$ cat src/design/ibfd_pkg.sv
// ----------------------------------------------------------------------------
// ibfd_pkg
// Shared types and constants of the inertial sensor burst frame decoder.
// ----------------------------------------------------------------------------
package ibfd_pkg;

  // Input item kinds
  localparam logic OP_BYTE = 1'b0;
  localparam logic OP_TICK = 1'b1;

  // Configuration register indexes
  localparam logic [1:0] REG_SUPPLY_MIN = 2'd0;
  localparam logic [1:0] REG_SUPPLY_MAX = 2'd1;
  localparam logic [1:0] REG_BAD_LIMIT  = 2'd2;
  localparam logic [1:0] REG_HOLDOFF    = 2'd3;

  // Configuration reset values (supply window is 4.25 V .. 5.25 V at 2.418 mV/count)
  localparam logic [13:0] SUPPLY_MIN_RST = 14'd1758;
  localparam logic [13:0] SUPPLY_MAX_RST = 14'd2171;
  localparam logic [11:0] BAD_LIMIT_RST  = 12'd2000;
  localparam logic [9:0]  HOLDOFF_RST    = 10'd250;

  // Frame layout
  localparam logic [4:0] LAST_BYTE_POS = 5'd23;
  localparam logic [3:0] WORD_SUPPLY   = 4'd0;
  localparam logic [3:0] WORD_LAST_IMU = 4'd9;
  localparam logic [3:0] WORD_TEMP     = 4'd10;
  localparam logic [3:0] WORD_ADC      = 4'd11;

  typedef struct packed {
    logic       opcode;
    logic       frame_start;
    logic [7:0] rx_byte;
  } ibfd_item_t;

  typedef struct packed {
    logic [13:0] supply_min_count;
    logic [13:0] supply_max_count;
    logic [11:0] bad_frame_limit;
    logic [9:0]  holdoff_ticks;
  } ibfd_cfg_t;

  typedef struct packed {
    logic [3:0]         word_index;
    logic signed [14:0] word_value;
    logic               frame_good;
    logic               sensor_reset;
    logic               last_word;
  } ibfd_result_t;

endpackage

$ cat src/design/ibfd_word_decode.sv
// ----------------------------------------------------------------------------
// ibfd_word_decode
// Combinational decode of one byte pair into a record word value.
// ----------------------------------------------------------------------------
module ibfd_word_decode
  import ibfd_pkg::*;
(
  input  logic [3:0]         word_index_i,
  input  logic [7:0]         high_byte_i,
  input  logic [7:0]         low_byte_i,
  output logic [13:0]        supply_count_o,
  output logic signed [14:0] word_value_o
);

  logic [13:0] raw14;
  logic [11:0] raw12;

  assign raw14          = {high_byte_i[5:0], low_byte_i};
  assign raw12          = {high_byte_i[3:0], low_byte_i};
  assign supply_count_o = raw14;

  always_comb begin
    if (word_index_i == WORD_SUPPLY) begin
      word_value_o = $signed({1'b0, raw14});
    end else if (word_index_i <= WORD_LAST_IMU) begin
      word_value_o = $signed({raw14[13], raw14});
    end else if (word_index_i == WORD_TEMP) begin
      word_value_o = $signed({{3{raw12[11]}}, raw12});
    end else begin
      word_value_o = $signed({3'b000, raw12});
    end
  end

endmodule

$ cat src/design/ibfd_frame_ctrl.sv
// ----------------------------------------------------------------------------
// ibfd_frame_ctrl
// Frame position, supply check, bad frame counter and reset holdoff.
// ----------------------------------------------------------------------------
module ibfd_frame_ctrl
  import ibfd_pkg::*;
(
  input  logic         clk_i,
  input  logic         rst_ni,
  input  logic         step_i,
  input  ibfd_item_t   item_i,
  input  ibfd_cfg_t    cfg_i,
  output logic         res_valid_o,
  output ibfd_result_t res_o
);

  logic [4:0]  pos_q, pos_d, pos_eff;
  logic [7:0]  high_q, high_d;
  logic        good_q, good_d;
  logic        ignored_q, ignored_d;
  logic [11:0] bad_cnt_q, bad_cnt_d;
  logic [9:0]  holdoff_q, holdoff_d;

  logic        first_byte;
  logic        frame_ign;
  logic        good_base;
  logic [3:0]  word;
  logic [13:0] supply_count;
  logic signed [14:0] value;
  logic        in_window;
  logic [12:0] bad_next;
  logic        pulse;

  ibfd_word_decode u_decode (
    .word_index_i   (word),
    .high_byte_i    (high_q),
    .low_byte_i     (item_i.rx_byte),
    .supply_count_o (supply_count),
    .word_value_o   (value)
  );

  assign pos_eff    = (item_i.frame_start || pos_q > LAST_BYTE_POS) ? 5'd0 : pos_q;
  assign first_byte = (pos_eff == 5'd0);
  assign frame_ign  = first_byte ? (holdoff_q != 10'd0) : ignored_q;
  assign good_base  = first_byte ? 1'b0 : good_q;
  assign word       = pos_eff[4:1];
  assign in_window  = (supply_count >= cfg_i.supply_min_count) &&
                      (supply_count <= cfg_i.supply_max_count);
  assign bad_next   = {1'b0, bad_cnt_q} + 13'd1;

  always_comb begin
    pos_d       = pos_q;
    high_d      = high_q;
    good_d      = good_q;
    ignored_d   = ignored_q;
    bad_cnt_d   = bad_cnt_q;
    holdoff_d   = holdoff_q;
    pulse       = 1'b0;
    res_valid_o = 1'b0;

    if (item_i.opcode == OP_TICK) begin
      if (holdoff_q != 10'd0) begin
        holdoff_d = holdoff_q - 10'd1;
      end
    end else begin
      pos_d     = (pos_eff == LAST_BYTE_POS) ? 5'd0 : pos_eff + 5'd1;
      ignored_d = frame_ign;
      good_d    = good_base;
      if (!frame_ign) begin
        if (!pos_eff[0]) begin
          high_d = item_i.rx_byte;
        end else begin
          res_valid_o = 1'b1;
          if (word == WORD_SUPPLY) begin
            good_d = in_window;
            if (!in_window) begin
              if (bad_next > {1'b0, cfg_i.bad_frame_limit}) begin
                pulse     = 1'b1;
                bad_cnt_d = 12'd0;
                holdoff_d = cfg_i.holdoff_ticks;
              end else begin
                bad_cnt_d = bad_next[11:0];
              end
            end
          end
        end
      end
    end
  end

  assign res_o.word_index   = word;
  assign res_o.word_value   = value;
  assign res_o.frame_good   = good_d;
  assign res_o.sensor_reset = pulse;
  assign res_o.last_word    = (word == WORD_ADC);

  always_ff @(posedge clk_i or negedge rst_ni) begin
    if (!rst_ni) begin
      pos_q     <= '0;
      high_q    <= '0;
      good_q    <= 1'b0;
      ignored_q <= 1'b0;
      bad_cnt_q <= '0;
      holdoff_q <= '0;
    end else if (step_i) begin
      pos_q     <= pos_d;
      high_q    <= high_d;
      good_q    <= good_d;
      ignored_q <= ignored_d;
      bad_cnt_q <= bad_cnt_d;
      holdoff_q <= holdoff_d;
    end
  end

endmodule

$ cat src/design/ibfd_out_reg.sv
// ----------------------------------------------------------------------------
// ibfd_out_reg
// Result register with valid/ready handshake toward the consumer.
// ----------------------------------------------------------------------------
module ibfd_out_reg
  import ibfd_pkg::*;
(
  input  logic         clk_i,
  input  logic         rst_ni,
  input  logic         load_i,
  input  ibfd_result_t data_i,
  input  logic         ready_i,
  output logic         free_o,
  output logic         valid_o,
  output ibfd_result_t data_o
);

  logic         valid_q, valid_d;
  ibfd_result_t data_q;

  assign free_o  = !valid_q || ready_i;
  assign valid_d = load_i || (valid_q && !ready_i);
  assign valid_o = valid_q;
  assign data_o  = data_q;

  always_ff @(posedge clk_i or negedge rst_ni) begin
    if (!rst_ni) begin
      valid_q <= 1'b0;
    end else begin
      valid_q <= valid_d;
    end
  end

  always_ff @(posedge clk_i) begin
    if (load_i) begin
      data_q <= data_i;
    end
  end

endmodule

$ cat src/design/imu_burst_frame_decoder.sv
// ----------------------------------------------------------------------------
// imu_burst_frame_decoder
// Decodes a 24-byte inertial sensor burst response into 12 record words.
// ----------------------------------------------------------------------------
//  Channel  Dir  Handshake          Payload
//  s_axis   in   tvalid / tready    tdata: rx_byte; tuser: opcode, frame_start
//  m_axis   out  tvalid / tready    tdata: word_value; tuser: word_index,
//                                   frame_good, sensor_reset; tlast: last_word
//  cfg      in   cfg_valid / ready  cfg_index (0..3), cfg_data
//
//  One transaction per cycle sustained while the output is not stalled: an
//  input register feeds the frame control logic, whose result is loaded
//  into the output register. Reset clears frame state, counters and control;
//  configuration returns to its defaults. A stalled output holds the input
//  stage, which in turn drops s_axis_tready; ticks and high bytes produce no
//  result but still advance.
// ----------------------------------------------------------------------------
module imu_burst_frame_decoder
  import ibfd_pkg::*;
(
  input  logic        clk_i,
  input  logic        rst_ni,
  // Input stream
  input  logic        s_axis_tvalid_i,
  output logic        s_axis_tready_o,
  input  logic [7:0]  s_axis_tdata_i,   // [7:0] rx_byte
  input  logic [1:0]  s_axis_tuser_i,   // [0] opcode, [1] frame_start
  // Result stream
  output logic        m_axis_tvalid_o,
  input  logic        m_axis_tready_i,
  output logic [15:0] m_axis_tdata_o,   // [14:0] word_value, [15] zero
  output logic [5:0]  m_axis_tuser_o,   // [3:0] word_index, [4] frame_good,
                                        // [5] sensor_reset
  output logic        m_axis_tlast_o,   // last_word
  // Configuration writes
  input  logic        cfg_valid_i,
  output logic        cfg_ready_o,
  input  logic [1:0]  cfg_index_i,
  input  logic [13:0] cfg_data_i
);

  // Input register
  logic         in_valid_q, in_valid_d;
  ibfd_item_t   in_item_q;
  logic         s_accept;
  logic         step;

  // Configuration registers
  ibfd_cfg_t    cfg_q, cfg_d;

  // Result path
  logic         res_valid;
  ibfd_result_t res;
  logic         out_free;
  logic         out_valid;
  ibfd_result_t out_data;

  // Advance the input stage whenever the output register can take a result.
  assign step            = in_valid_q && out_free;
  assign s_axis_tready_o = !in_valid_q || out_free;
  assign s_accept        = s_axis_tvalid_i && s_axis_tready_o;
  assign in_valid_d      = s_accept || (in_valid_q && !step);

  always_ff @(posedge clk_i or negedge rst_ni) begin
    if (!rst_ni) begin
      in_valid_q <= 1'b0;
    end else begin
      in_valid_q <= in_valid_d;
    end
  end

  always_ff @(posedge clk_i) begin
    if (s_accept) begin
      in_item_q.opcode      <= s_axis_tuser_i[0];
      in_item_q.frame_start <= s_axis_tuser_i[1];
      in_item_q.rx_byte     <= s_axis_tdata_i;
    end
  end

  // Configuration: always ready; each write is registered and takes effect in the next cycle.
  assign cfg_ready_o = 1'b1;

  always_comb begin
    cfg_d = cfg_q;
    if (cfg_valid_i) begin
      unique case (cfg_index_i)
        REG_SUPPLY_MIN: cfg_d.supply_min_count = cfg_data_i;
        REG_SUPPLY_MAX: cfg_d.supply_max_count = cfg_data_i;
        REG_BAD_LIMIT:  cfg_d.bad_frame_limit  = cfg_data_i[11:0];
        REG_HOLDOFF:    cfg_d.holdoff_ticks    = cfg_data_i[9:0];
        default:        cfg_d = cfg_q;
      endcase
    end
  end

  always_ff @(posedge clk_i or negedge rst_ni) begin
    if (!rst_ni) begin
      cfg_q.supply_min_count <= SUPPLY_MIN_RST;
      cfg_q.supply_max_count <= SUPPLY_MAX_RST;
      cfg_q.bad_frame_limit  <= BAD_LIMIT_RST;
      cfg_q.holdoff_ticks    <= HOLDOFF_RST;
    end else begin
      cfg_q <= cfg_d;
    end
  end

  // Decode the held item and update frame state.
  ibfd_frame_ctrl u_frame_ctrl (
    .clk_i       (clk_i),
    .rst_ni      (rst_ni),
    .step_i      (step),
    .item_i      (in_item_q),
    .cfg_i       (cfg_q),
    .res_valid_o (res_valid),
    .res_o       (res)
  );

  // Hold the finished word until the consumer takes it.
  ibfd_out_reg u_out_reg (
    .clk_i   (clk_i),
    .rst_ni  (rst_ni),
    .load_i  (step && res_valid),
    .data_i  (res),
    .ready_i (m_axis_tready_i),
    .free_o  (out_free),
    .valid_o (out_valid),
    .data_o  (out_data)
  );

  assign m_axis_tvalid_o = out_valid;
  assign m_axis_tdata_o  = {1'b0, out_data.word_value};
  assign m_axis_tuser_o  = {out_data.sensor_reset, out_data.frame_good, out_data.word_index};
  assign m_axis_tlast_o  = out_data.last_word;

endmodule

$ cat config.mk
export PLATFORM = sky130hd
export DESIGN_NAME = imu_burst_frame_decoder
export DESIGN_NICKNAME = d
export VERILOG_FILES = /design/src/design/ibfd_pkg.sv /design/src/design/ibfd_word_decode.sv /design/src/design/ibfd_frame_ctrl.sv /design/src/design/ibfd_out_reg.sv /design/src/design/imu_burst_frame_decoder.sv
export SDC_FILE = /design/constraint.sdc
export NUM_CORES = 1
export LEC_CHECK = 0
export BUFFER_PORTS_ARGS = -buffer_cell sky130_fd_sc_hd__buf_2
export CORE_AREA = 2 2 116 118
export DETAILED_ROUTE_END_ITERATION = 6
export DIE_AREA = 0 0 118 120
export PLACE_DENSITY = 0.74
export SYNTH_ARGS = -nofsm -noshare
export SYNTH_HDL_FRONTEND = slang
export SYNTH_SLANG_ARGS = --single-unit
export TNS_END_PERCENT = 20
$ cat constraint.sdc
create_clock -name clk_i -period 3.6 [get_ports clk_i]
set_input_delay 0.9 -clock clk_i [delete_from_list [all_inputs] [get_ports clk_i]]
set_output_delay 0.9 -clock clk_i [all_outputs]
set_load 0.02 [all_outputs]
==> summary.md, run 1 <==
| Metric | Value |
|---|---|
| Final core area utilization | `55.3%` |
| Number of distinct library cell variants in the gate-level netlist after synthesis | `57` |
| Height of the die | `between 100 and 150 µm` |
| Primary FF master, synth | `sky130_fd_sc_hd__dfrtp_1` |
| Number of buffers created by CTS | `17` |
| Comb power frac | `a little over a quarter` |
| Antenna viol nets, final | `0` |
| Cell internal power dissipation | `between 3 and 4 mW` |
| Post-synthesis share of cell area spent on xor and xnor gates | `between 1 and 1.5%` |
| CTS tree | `done` |
| Worst Slack Setup Final | `0.361 ns` |
| Via-per-instance ratio | `5.45` |
| Post-layout net count | `between 600 and 700` |
| Cell leakage power | `~3.2 nW` |
| Post-synth ARST share | `between 70% and 80%` |
| GR Util All Layers | `approximately a fifth` |
| Count of inserted antenna diode cells | `0` |
| FP Rows | `42` |
| Number of failing setup endpoints in the final timing report | `0` |
| Average detailed-routed wire length per instance | `between 15 and 20 µm` |
| Number of slew-limit violations in the final report | `0` |
| Remaining routing DRC violations | `0` |
| # Post-CTS Setup Buffers | `0` |
| Number of buffers inserted for hold repair after clock tree synthesis | `0` |
| Global-route wire length before repair | `about 22 mm` |
| Post-Synth Simple-Gate Area | `a little under an eighth` |
| Crit. End Element | `flip-flop` |
| TritonCTS Sinks | `119` |
| Post-detailed-routing wire length | `13.6 mm` |
| Number of warnings reported in the yosys synthesis log | `0` |
| Fill cell total of the finished layout | `roughly 1.1k` |
| Pre-CTS setup slack | `around 0.53 ns` |
| Cell Area, Synth | `around 6000 µm²` |
| Detailed router's first-iteration violation count | `between 300 and 400` |
| Switching power summed over all nets | `~1.7 mW` |
| Register bit count reported by yosys | `about 120` |
| Clk_lat worst skew | `~0.42 ns` |
| Number of I/O port buffers | `between 50 and 60` |
| Arrival time reported for the critical path endpoint | `~3.5 ns` |
| Worst r2r path cells | `11` |
| GP Congestion | `just under 0.9` |
| Worst path slowest cell | `sky130_fd_sc_hd__nor4_1` |
| Critical path cell sequence | `and4_1 -> and2_1 -> nand4_1 -> xnor2_1 -> ha_1 -> nand3_1 -> nor4_1 -> a31oi_1 -> o21ai_0 -> o2bb2a_2 -> o221a_1` |
| Startpoint of the most critical setup path | `u_frame_ctrl.bad_cnt_q[2]` |
| Initial antenna violation count | `0` |
| Status | `complete, no violations` |
| Reg2reg start | `u_frame_ctrl.bad_cnt_q[2]` |
| Maximum clock insertion buffer count | `2` |
| Switching share of power | `a little under a third` |
| Maximum fanout along the worst path | `9` |
| Max VDD drop | `between 0.0004 and 0.0005 V` |
| GRT Residual Overflow | `0` |
| Area of the die | `~14000 µm²` |
| Post-route non-filler standard cell count | `796` |
| Most area-hungry cell type in the Yosys netlist | `sky130_fd_sc_hd__dfrtp_1` |
| Maxcap violations | `0` |
| Required time at the endpoint of the critical path | `approximately 3.9 ns` |
| Period minus WS final | `3.24 ns` |
| Unrepaired setup endpoints after global routing | `false` |
| Power share of the sequential group | `approximately 39%` |
| Die width | `about 120 µm` |
| Total I/O pin count | `57` |
| Cell count after synthesis | `roughly 540` |
| Setup TNS after final layout | `0 ns` |
| Area overhead of the layout relative to synthesis | `18.5%` |
| Post-synthesis average cell area | `approximately 11 µm²` |
| Clk root buf | `sky130_fd_sc_hd__clkbuf_16` |
| Fraction of the mapped netlist area in compound gates | `between 10% and 20%` |
| Area inside the core boundary | `around 13000 µm²` |
| Share of Yosys cell area claimed by the top area cell type | `24.8%` |
| Power share of the clock group | `35.5%` |
| Vias in the first global route | `between 4k and 5k` |
| Synthesized netlist net count | `between 600 and 700` |
| Adder-cell share of the synthesized area | `a little under a tenth` |
| Max Clk Rate | `0.309 GHz` |
| Vias | `approximately 4.3k` |
| Critical Path Max Stage Delay | `around 0.48 ns` |
| Final period utilization | `roughly nine tenths` |
| Sequential area share after synthesis | `between 50% and 60%` |
| Worst hold-check path type | `primary input to async pin` |
| Post-CTS Resized | `0` |
| Portion of netlist area occupied by mux cells | `between 8 and 9%` |
| Clock transition at the register clock pins on the worst setup and hold paths after CTS | `roughly 0.050 ns` |
| Worst Tran Pin Value | `0.763 ns` |
| Most frequent cells in the layout | `sky130_fd_sc_hd__inv_1, sky130_fd_sc_hd__dfrtp_1, sky130_fd_sc_hd__buf_2, sky130_fd_sc_hd__nand2_1, sky130_fd_sc_hd__ha_1` |
| Largest net degree at the start of global routing | `40` |
| Power density relative to cell area | `roughly 720 nW/µm²` |
| Initial standard-cell utilization of the core | `between 40% and 50%` |
| Layout cells sized above 1 | `between 20% and 30%` |
| Drt first pass iters | `5` |
| Number of enable-type register cells in the synthesized netlist | `32` |
| Combinational family with the most area after synthesis | `simple AND/OR/NAND/NOR gates` |
| Detailed placement HPWL | `~9.7 mm` |
| Hold Vio Cnt, Final | `0` |
| CP Launch Type | `flip-flop` |
| Worst setup path class | `flip-flop to flip-flop` |
| Post-placement cell count | `764` |
| Total number of H-tree levels | `4` |
| Post-Route Skew | `0.0124 ns` |
| Slew Limit Headroom | `around half` |
| Area contributors post-synth | `sky130_fd_sc_hd__dfrtp_1, sky130_fd_sc_hd__edfxtp_1, sky130_fd_sc_hd__dfstp_2` |
==> Yosys cell counts, types with 2 or more instances <==
cell type	instances
sky130_fd_sc_hd__dfrtp_1	60
sky130_fd_sc_hd__inv_1	60
sky130_fd_sc_hd__nand2_1	46
sky130_fd_sc_hd__ha_1	45
sky130_fd_sc_hd__mux2_2	42
sky130_fd_sc_hd__edfxtp_1	32
sky130_fd_sc_hd__o21ai_0	32
sky130_fd_sc_hd__nand3_1	28
sky130_fd_sc_hd__dfstp_2	27
sky130_fd_sc_hd__a21oi_1	21
sky130_fd_sc_hd__o21ai_1	13
sky130_fd_sc_hd__nor2_1	12
sky130_fd_sc_hd__xnor2_1	9
sky130_fd_sc_hd__and2_1	8
sky130_fd_sc_hd__nor3_1	8
sky130_fd_sc_hd__clkbuf_1	7
sky130_fd_sc_hd__nand4_1	7
sky130_fd_sc_hd__o221a_1	7
sky130_fd_sc_hd__and3_1	6
sky130_fd_sc_hd__a21o_1	5
sky130_fd_sc_hd__nand2b_1	5
sky130_fd_sc_hd__o31ai_1	5
sky130_fd_sc_hd__a221oi_1	4
sky130_fd_sc_hd__buf_4	4
sky130_fd_sc_hd__mux2i_1	4
sky130_fd_sc_hd__nand3b_1	4
sky130_fd_sc_hd__and4_1	3
sky130_fd_sc_hd__nor3b_1	3
sky130_fd_sc_hd__nor4_1	3
sky130_fd_sc_hd__a21boi_0	2
sky130_fd_sc_hd__a31oi_1	2
sky130_fd_sc_hd__buf_2	2
sky130_fd_sc_hd__conb_1	2
==> cell type report <==
type,instances,area [µm²],area share [%]
Tap cell,176,220,3.07
Clock inverter,15,224,3.12
Inverter,61,229,3.19
Clock buffer,17,425,5.93
Sequential cell,119,3170,44.2
Timing Repair Buffer,60,318,4.43
Multi-Input combinational cell,348,2590,36.1
==> path summary, 6_finish.rpt <==
path,endpoint,slack (ns)
hold / removal,u_frame_ctrl.bad_cnt_q[9],0.45
max in group asynchronous,cfg_q[26],2.35
hold reg to reg,u_out_reg.data_o[3],0.45
min in group clk_i,u_out_reg.data_o[3],0.45
setup / recovery,u_frame_ctrl.holdoff_q[5],0.36
setup reg to reg,u_frame_ctrl.holdoff_q[5],0.36
==> through the flow <==
stage	cell area (µm²)	hold WS (ns)	power, mW
after floorplan	6060	0.426	2.93
after global placement	6530	0.437	3.23
after detailed placement	6530	0.436	3.33
after CTS	7180	0.450	5.22
after global routing	7180	0.473	5.51
final	7180	0.448	5.20
==> layer usage <==
metal,track usage [%],share of wire (%),vias to the layer above
met3,4.23,5.8,22
met5,0,0,-
met4,8.89,2.4,0
met1,26.9,43,2106
met2,33.4,49,151
li1,-,-,2062
==> worst max-delay path, delay by kind of cell (launching register included) <==
| family | cells | cell delay [ns] |
|---|---|---|
| flops | 1 | 0.45 |
| compound gates | 4 | 1.01 |
| simple gates | 5 | 1.17 |
| xor+xnor | 1 | 0.19 |
| fa+ha+maj | 1 | 0.29 |
==> logic make-up (layout without fill, tap and decap cells) <==
logic type               after synthesis  count (layout)
AND/OR/NAND/NOR                      140             140
buffers and inverters                 75             153
multiplexers                          47              47
XOR/XNOR                              10              10
other                                  2               2
AO/OA/AOI/OAI                        104             104
adder cells (fa/ha/maj)               45              45
flip-flops                           119             119
==> power by group through the flow <==
stage | Sequential [mW] | Combinational [mW] | Clock [mW]
floorplan | 1.93 | 0.997 | 0
global placement | 1.99 | 1.24 | 0
detailed placement | 2.01 | 1.32 | 0
CTS | 1.99 | 1.35 | 1.87
global route | 2.04 | 1.54 | 1.94
finish | 2.00 | 1.35 | 1.85
==> state kept, by name, summed over array words and instances (netlist names) <==
name,cells
cfg_q,50
u_frame_ctrl.holdoff_q,10
u_out_reg.data_o,22
u_frame_ctrl.ignored_q,1
u_frame_ctrl.high_q,6
in_valid_q,1
u_out_reg.valid_o,1
in_item_q,10
u_frame_ctrl.bad_cnt_q,12
u_frame_ctrl.pos_q,5
u_frame_ctrl.good_q,1
(Power assumes the default switching activity.)
==> run 2, diff against run 1 <==
--- a/config.mk
+++ b/config.mk
@@ -7,9 +7,10 @@
 export LEC_CHECK = 0
 export BUFFER_PORTS_ARGS = -buffer_cell sky130_fd_sc_hd__buf_2
 export CORE_AREA = 2 2 116 118
+export CTS_CLUSTER_DIAMETER = 80
 export DETAILED_ROUTE_END_ITERATION = 6
 export DIE_AREA = 0 0 118 120
-export PLACE_DENSITY = 0.74
+export PLACE_DENSITY_LB_ADDON = 0.05
 export SYNTH_ARGS = -nofsm -noshare
 export SYNTH_HDL_FRONTEND = slang
 export SYNTH_SLANG_ARGS = --single-unit
==> run 2 against run 1 <==
  * Global-route usage decreased by 0.40 points
  * Register-to-register slack improved by 0.08 ns
  * Flip-flop and latch count unchanged
  * Design area decreased by 0.68%
  * Critical path type unchanged
==> summary.md, run 2 (synthesized netlist as in run 1, its figures left out) <==
| Metric | Value |
|---|---|
| GR Util All Layers | `20.2% (-0.40 points)` |
| Number of failing setup endpoints in the final timing report | `0 (unchanged)` |
| Antenna viol nets, final | `0 (unchanged)` |
| Height of the die | `120 µm (unchanged)` |
| Largest net degree at the start of global routing | `49 (+23%)` |
| Required time at the endpoint of the critical path | `3.90 ns (about the same)` |
| Clk root buf | `sky130_fd_sc_hd__clkbuf_16` |
| Area of all placed cells without fillers | `7130 µm² (-0.68%)` |
| Count of inserted antenna diode cells | `0 (unchanged)` |
| Critical path cell sequence | `and4_1 -> and2_1 -> and3_1 -> xnor2_1 -> ha_1 -> nand3_1 -> nor4_1 -> a31oi_1 -> o21ai_0 -> o2bb2a_2 -> o221a_1` |
| Number of buffers created by CTS | `17 (unchanged)` |
| Clk_lat worst skew | `0.43 ns (about the same)` |
| Total number of H-tree levels | `4 (unchanged)` |
| CP Launch Type | `flip-flop` |
| Largest reg by FF count | `cfg_q` |
| Average detailed-routed wire length per instance | `16.5 µm (-3.2%)` |
| Worst path slowest cell | `sky130_fd_sc_hd__dfrtp_1` |
| Area overhead of the layout relative to synthesis | `17.7%` |
| Worst Path Buf+Inv | `0 (unchanged)` |
| Post-CTS Resized | `0 (unchanged)` |
| Global-route wire length before repair | `21.5 mm (-3.9%)` |
| Setup TNS after final layout | `0 ns (unchanged)` |
| Maxcap violations | `0 (unchanged)` |
| Post-layout net count | `683 (unchanged)` |
| Maximum fanout along the worst path | `9 (unchanged)` |
| Critical Path Max Stage Delay | `0.45 ns (-0.03 ns)` |
| Vias | `4208 (-3.1%)` |
| Initial antenna violation count | `0 (unchanged)` |
| Remaining routing DRC violations | `0 (unchanged)` |
| Final period utilization | `87.8% (-2.2 points)` |
| Family with the most delay on the worst path | `simple AND/OR/NAND/NOR gates` |
| Power density relative to cell area | `702 nW/µm² (-3.2%)` |
| Post-detailed-routing wire length | `13.1 mm (-3.2%)` |
| GP Congestion | `0.856 (-4.1%)` |
| Detailed router's first-iteration violation count | `324 (-5.8%)` |
| Arrival time reported for the critical path endpoint | `3.46 ns (-0.07 ns)` |
| TritonCTS Sinks | `119 (unchanged)` |
| Unrepaired setup endpoints after global routing | `false` |
| Slew Limit Headroom | `48.5% (-0.45 points)` |
| Number of I/O port buffers | `54 (unchanged)` |
| Worst Tran Pin Value | `0.769 ns (+0.00666 ns)` |
| CTS tree | `done` |
| Number of buffers inserted for hold repair after clock tree synthesis | `0 (unchanged)` |
| Status | `complete, no violations` |
| Number of flip-flops in the largest register | `50 (unchanged)` |
| Number of slew-limit violations in the final report | `0 (unchanged)` |
| Max VDD drop | `0.000345 V (-20%)` |
| # Post-CTS Setup Buffers | `0 (unchanged)` |
| Worst hold-check path type | `flip-flop to flip-flop` |
| Worst setup path class | `flip-flop to flip-flop` |
| Period minus WS final | `3.16 ns (-0.0782 ns)` |
| Post-Route Skew | `0.0175 ns (+0.00515 ns)` |
| Crit. End Element | `flip-flop` |
| GRT Residual Overflow | `0 (unchanged)` |
| Vias in the first global route | `4137 (-6.5%)` |
| Area of the die | `14200 µm² (unchanged)` |
| Total I/O pin count | `57 (unchanged)` |
| Final Power | `5.00 mW (-3.8%)` |
| Initial standard-cell utilization of the core | `46.7% (unchanged)` |
| Die width | `118 µm (unchanged)` |
| Placed Area | `6530 µm² (unchanged)` |
| Via-per-instance ratio | `5.29 (-3.1%)` |
| Detailed placement HPWL | `9.74 mm (about the same)` |
| Cell leakage power | `3.18 nW (-0.35%)` |
| FP Rows | `42 (unchanged)` |
| Most frequent cells in the layout | `sky130_fd_sc_hd__inv_1, sky130_fd_sc_hd__dfrtp_1, sky130_fd_sc_hd__buf_2, sky130_fd_sc_hd__nand2_1, sky130_fd_sc_hd__ha_1` |
| Area inside the core boundary | `13000 µm² (unchanged)` |
| Hold Vio Cnt, Final | `0 (unchanged)` |
| Drt first pass iters | `4 (-1)` |
| Maximum clock insertion buffer count | `2 (unchanged)` |
| Layout cells sized above 1 | `27.9% (-0.16 points)` |
| Max Clk Rate | `0.316 GHz (+2.5%)` |
| Clock transition at the register clock pins on the worst setup and hold paths after CTS | `0.06 ns (about the same)` |
[run 2: cell count changes in the layout (fill, tap and decap cells not counted), sizes merged]
cell	previous run	this run
clkinv	3	4
clkinvlp	5	3
bufinv	5	2
clkbuf	17	21
[run 2: through the flow]
stage	utilization [%]	hold WS [ns]	setup slack (ns)	instances
final	54.9	0.450	0.440	796
after global routing	54.9	0.473	0.256	796
after CTS	54.9	0.449	0.474	796
after detailed placement	50.3	0.436	0.491	764
after global placement	50.3	0.436	0.619	764
after floorplan	-	0.426	0.758	542
[run 2: report_power, final]
part / switching [mW] / leakage (nW) / internal [mW]
logic: 0.720 / 1.59 / 0.593
registers: 0.269 / 1.30 / 1.72
clock network: 0.606 / 0.291 / 1.09
total: 1.60 / 3.18 / 3.41
[run 2: area by class of cell]
cell class | count | area (µm²)
Tap cell | 176 | 220
Clock buffer | 21 | 482
Inverter | 61 | 229
Timing Repair Buffer | 60 | 318
Multi-Input combinational cell | 348 | 2590
Fill cell | 1158 | 5850
Sequential cell | 119 | 3170
Clock inverter | 11 | 119
[run 2: worst paths after layout]
kind	start	slack [ns]	cells after the start	to
min reg2reg	in_item_q[0]	0.45	0	u_out_reg.data_o[3]
min in group asynchronous	rst_ni	0.50	1	u_frame_ctrl.pos_q[3]
max reg2reg	u_frame_ctrl.bad_cnt_q[2]	0.44	11	u_frame_ctrl.holdoff_q[8]
max in group asynchronous	rst_ni	2.30	2	cfg_q[46]
max	u_frame_ctrl.bad_cnt_q[2]	0.44	11	u_frame_ctrl.holdoff_q[8]
min	in_item_q[0]	0.45	0	u_out_reg.data_o[3]
[run 2: metal layers]
metal / track usage [%] / vias to the layer above / wire length [µm]
met5: 0 / - / 0
met4: 6.10 / 0 / 78
met3: 6.23 / 5 / 575
met2: 31.3 / 68 / 6250
met1: 27.4 / 2072 / 6210
li1: - / 2063 / -
==> run 3, diff against run 2 <==
--- a/config.mk
+++ b/config.mk
@@ -5,12 +5,14 @@
 export SDC_FILE = /design/constraint.sdc
 export NUM_CORES = 1
 export LEC_CHECK = 0
+export ABC_AREA = 1
 export BUFFER_PORTS_ARGS = -buffer_cell sky130_fd_sc_hd__buf_2
-export CORE_AREA = 2 2 116 118
+export CORE_AREA = 2 2 118 120
 export CTS_CLUSTER_DIAMETER = 80
 export DETAILED_ROUTE_END_ITERATION = 6
-export DIE_AREA = 0 0 118 120
+export DIE_AREA = 0 0 120 122
 export PLACE_DENSITY_LB_ADDON = 0.05
+export SLEW_MARGIN = 20
 export SYNTH_ARGS = -nofsm -noshare
 export SYNTH_HDL_FRONTEND = slang
 export SYNTH_SLANG_ARGS = --single-unit
==> run 3 against run 2 <==
  * Sequential power fell by 7%
  * Clock power shrank 4%
  * Synthesized area is 3.6% higher
  * Flip-flop and latch count is the same
  * Maximum frequency is 14% higher
  * First-iteration DRC count grew 8.3%
  * Final cell count rose by 20%
  * Die area is 3.4% higher
  * Global-route usage is essentially flat
  * Register-to-register slack better by 0.39 ns
==> summary.md, run 3 <==
| Metric | Value |
|---|---|
| Status | `complete, no violations` |
| Setup TNS after final layout | `0 ns (unchanged)` |
| Hold Vio Cnt, Final | `0 (unchanged)` |
| Clk_lat worst skew | `0.42 ns (about the same)` |
| Detailed router's first-iteration violation count | `351 (+8.3%)` |
| CP Launch Type | `flip-flop` |
| Post-detailed-routing wire length | `13.5 mm (+3.2%)` |
| Worst hold-check path type | `flip-flop to flip-flop` |
| Comb power frac | `24.7% (-1.5 points)` |
| Vias | `4739 (+13%)` |
| Total number of H-tree levels | `4 (unchanged)` |
| Global-route wire length before repair | `22.5 mm (+4.4%)` |
| Switching share of power | `32.5% (+0.66 points)` |
| TritonCTS Sinks | `119 (unchanged)` |
| Placed Area | `6690 µm² (+2.5%)` |
| Pre-CTS setup slack | `0.837 ns (+0.345 ns)` |
| Antenna viol nets, final | `0 (unchanged)` |
| # Post-CTS Setup Buffers | `0 (unchanged)` |
| Beginning of the worst hold path | `u_frame_ctrl.holdoff_q[1]` |
| Number of buffers inserted for hold repair after clock tree synthesis | `0 (unchanged)` |
| Area of all placed cells without fillers | `7270 µm² (+1.9%)` |
| GP Congestion | `0.817 (-4.6%)` |
| Worst r2r path cells | `18 (+7)` |
| Cell Area, Synth | `6280 µm² (+3.6%)` |
| Arrival time reported for the critical path endpoint | `3.08 ns (-0.38 ns)` |
| Worst path slowest cell | `sky130_fd_sc_hd__dfrtp_1` |
| Worst setup path class | `flip-flop to flip-flop` |
| Clock transition at the register clock pins on the worst setup and hold paths after CTS | `0.05 ns (about the same)` |
| Maximum fanout along the worst path | `11 (+2)` |
| CTS tree | `done` |
| Library cell with the highest instance count after synthesis | `sky130_fd_sc_hd__nand2_1` |
| Max Clk Rate | `0.361 GHz (+14%)` |
| Post-placement cell count | `925 (+21%)` |
| Crit. End Element | `flip-flop` |
| End of the worst register-to-register path | `u_frame_ctrl.holdoff_q[0]` |
| Number of enable-type register cells in the synthesized netlist | `32 (unchanged)` |
| Worst Tran Pin Value | `0.987 ns (+0.217 ns)` |
| Initial standard-cell utilization of the core | `46.5% (-0.18 points)` |
| Reg2reg start | `u_frame_ctrl.bad_cnt_q[0]` |
| Number of flip-flops in the largest register | `50 (unchanged)` |
| Number of warnings reported in the yosys synthesis log | `0 (unchanged)` |
| Power share of the sequential group | `40.2% (+0.4 points)` |
| Area overhead of the layout relative to synthesis | `15.8%` |
| Remaining routing DRC violations | `0 (unchanged)` |
| Drt first pass iters | `5 (+1)` |
| Power share of the clock group | `35.2% (+1.3 points)` |
| Layout cells sized above 1 | `20.0% (-7.9 points)` |
| Vias in the first global route | `4484 (+8.4%)` |
| Maxcap violations | `0 (unchanged)` |
| Area of the die | `14600 µm² (+3.4%)` |
| GR Util All Layers | `20.2% (about the same)` |
| Total I/O pin count | `57 (unchanged)` |
| Area inside the core boundary | `13500 µm² (+4.0%)` |
| Max VDD drop | `0.000347 V (+0.45%)` |
| Die width | `120 µm (+1.7%)` |
| Worst slack on hold paths | `0.479 ns (+0.0293 ns)` |
| Post-synth ARST share | `73.1% (unchanged)` |
| Maximum clock insertion buffer count | `2 (unchanged)` |
| Number of buffers created by CTS | `17 (unchanged)` |
| Initial antenna violation count | `0 (unchanged)` |
| Primary FF master, synth | `sky130_fd_sc_hd__dfrtp_1` |
| Sequential area share after synthesis | `50.5% (-1.8 points)` |
| Most area-hungry cell type in the Yosys netlist | `sky130_fd_sc_hd__dfrtp_1` |
| Slew Limit Headroom | `34.0% (-15 points)` |
| Synthesized netlist net count | `781 (+26%)` |
| Register bit count reported by yosys | `119 (unchanged)` |
| Post-synthesis average cell area | `8.90 µm² (-20%)` |
| FP Rows | `43 (+2.4%)` |
| Number of distinct library cell variants in the gate-level netlist after synthesis | `38 (-33%)` |
| Sink of the worst hold path | `u_frame_ctrl.holdoff_q[1]` |
| Average detailed-routed wire length per instance | `14.2 µm (-14%)` |
| Cell count after synthesis | `705 (+30%)` |
| Flop2flop setup slack | `0.83 ns (+0.39 ns)` |
| Post-Route Skew | `0.00956 ns (-0.00798 ns)` |
| Critical Path Max Stage Delay | `0.43 ns (-0.02 ns)` |
| Cell leakage power | `3.50 nW (+10%)` |
| Number of I/O port buffers | `54 (unchanged)` |
| Area contributors post-synth | `sky130_fd_sc_hd__dfrtp_1, sky130_fd_sc_hd__edfxtp_1, sky130_fd_sc_hd__dfstp_2` |
| Post-layout net count | `840 (+23%)` |
| Post-route non-filler standard cell count | `956 (+20%)` |
| Worst Slack Setup Final | `0.830 ns (+0.391 ns)` |
| Number of failing setup endpoints in the final timing report | `0 (unchanged)` |
| Most frequent cells in the layout | `sky130_fd_sc_hd__nand2_1, sky130_fd_sc_hd__inv_1, sky130_fd_sc_hd__o21ai_0, sky130_fd_sc_hd__dfrtp_1, sky130_fd_sc_hd__buf_2` |
| Final Power | `4.64 mW (-7.4%)` |
| Required time at the endpoint of the critical path | `3.91 ns (about the same)` |
| Leading post-synthesis cells by instance count | `sky130_fd_sc_hd__nand2_1, sky130_fd_sc_hd__inv_1, sky130_fd_sc_hd__o21ai_0` |
| Final period utilization | `76.9% (-11 points)` |
| Switching power summed over all nets | `1.51 mW (-5.5%)` |
| Via-per-instance ratio | `4.96 (-6.2%)` |
| Power density relative to cell area | `638 nW/µm² (-9.1%)` |
| Share of Yosys cell area claimed by the top area cell type | `23.9% (-0.87 points)` |
| Number of slew-limit violations in the final report | `0 (unchanged)` |
| Critical path cell sequence | `nand3_1 -> nor2_1 -> nand3_1 -> nor2_1 -> xnor2_1 -> inv_1 -> ha_1 -> inv_1 -> o21bai_1 -> nor2_1 -> nand2_1 -> inv_1 -> nand2_2 -> nand3_1 -> nand2_2 -> nand2_2 -> nand2_1 -> nand2_1` |
| Most frequent standard cell in the layout excluding fill and tap cells | `sky130_fd_sc_hd__nand2_1` |
| Post-CTS Resized | `0 (unchanged)` |
| Height of the die | `122 µm (+1.7%)` |
| Period minus WS final | `2.77 ns (-0.391 ns)` |
| Clk root buf | `sky130_fd_sc_hd__clkbuf_16` |
| Largest net degree at the start of global routing | `81 (+65%)` |
| Detailed placement HPWL | `10.1 mm (+3.6%)` |
| Largest reg by FF count | `cfg_q` |
| Unrepaired setup endpoints after global routing | `false` |
| Number of cells traversed by the worst hold path | `2 (+2)` |
| Final core area utilization | `53.8% (-1.1 points)` |
| Cell internal power dissipation | `3.13 mW (-8.3%)` |
| GRT Residual Overflow | `0 (unchanged)` |
| Count of inserted antenna diode cells | `0 (unchanged)` |
run 3: changes by cell type in the layout (fill, tap and decap cells not counted), moves of 6 or more:
cell | previous run | this run
sky130_fd_sc_hd__and2_1 | 8 | 0
sky130_fd_sc_hd__xor2_1 | 1 | 8
sky130_fd_sc_hd__nand2_2 | 1 | 10
sky130_fd_sc_hd__o21ai_1 | 13 | 4
sky130_fd_sc_hd__o221a_1 | 7 | 0
sky130_fd_sc_hd__nand3_1 | 28 | 38
sky130_fd_sc_hd__nand2_1 | 46 | 174
sky130_fd_sc_hd__inv_1 | 60 | 103
sky130_fd_sc_hd__mux2_2 | 42 | 4
sky130_fd_sc_hd__nor2_1 | 12 | 32
sky130_fd_sc_hd__nor2_2 | 0 | 8
sky130_fd_sc_hd__o21ai_0 | 32 | 71
sky130_fd_sc_hd__xnor2_1 | 9 | 3
run 3: kinds of logic (layout without fill, tap and decap cells):
group	count (synthesis)	count (layout)	synth area share [%]
simple gates	289	289	20.5
buf+inv	124	195	8.07
flops	119	119	50.5
mux	4	4	0.718
compound gates	111	111	9.55
fa+ha+maj	45	45	8.97
xor+xnor	11	11	1.53
other cells	2	2	0.120
run 3: critical path: cells and delay by family (launching register included):
family                     cells  cell delay (ns)
AOI/OAI and AO/OA              1             0.13
xor gates and xnor gates       1             0.13
adders and majority gates      1             0.31
buffers and inverters          3             0.16
DFF                            1             0.43
and+or+nand+nor               12             1.51
run 3: cell type report:
type                            instances  area [µm²]
Fill cell                            1275        6240
Sequential cell                       119        3170
Multi-Input combinational cell        462        2600
Clock buffer                           18         439
Inverter                              107         402
Timing Repair Buffer                   57         299
Tap cell                              180         225
Clock inverter                         13         131
run 3: worst max path at each step:
stage / startpoint / end / cells past startpoint
after global routing: u_frame_ctrl.bad_cnt_q[0] / u_frame_ctrl.holdoff_q[3] / 18
final: u_frame_ctrl.bad_cnt_q[0] / u_frame_ctrl.holdoff_q[0] / 18
after floorplan: m_axis_tready_i / u_frame_ctrl.holdoff_q[7] / 11
after global placement: u_frame_ctrl.bad_cnt_q[0] / u_frame_ctrl.holdoff_q[0] / 18
after detailed placement: u_frame_ctrl.bad_cnt_q[0] / u_frame_ctrl.holdoff_q[0] / 18
after CTS: u_frame_ctrl.bad_cnt_q[0] / u_frame_ctrl.holdoff_q[0] / 18
run 3: metal layers:
layer	wire, µm	vias up	track usage, %
li1	-	2408	-
met1	6760	2227	27.7
met2	6050	87	31.1
met3	550	17	5.43
met4	170	0	6.84
met5	0	-	0
run 3: power groups by stage:
stage | Clock, mW | Sequential (mW) | Combinational, mW
floorplan | 0 | 1.82 | 0.888
global placement | 0 | 1.88 | 1.11
detailed placement | 0 | 1.88 | 1.14
CTS | 1.66 | 1.86 | 1.15
global route | 1.73 | 1.90 | 1.32
finish | 1.63 | 1.86 | 1.14
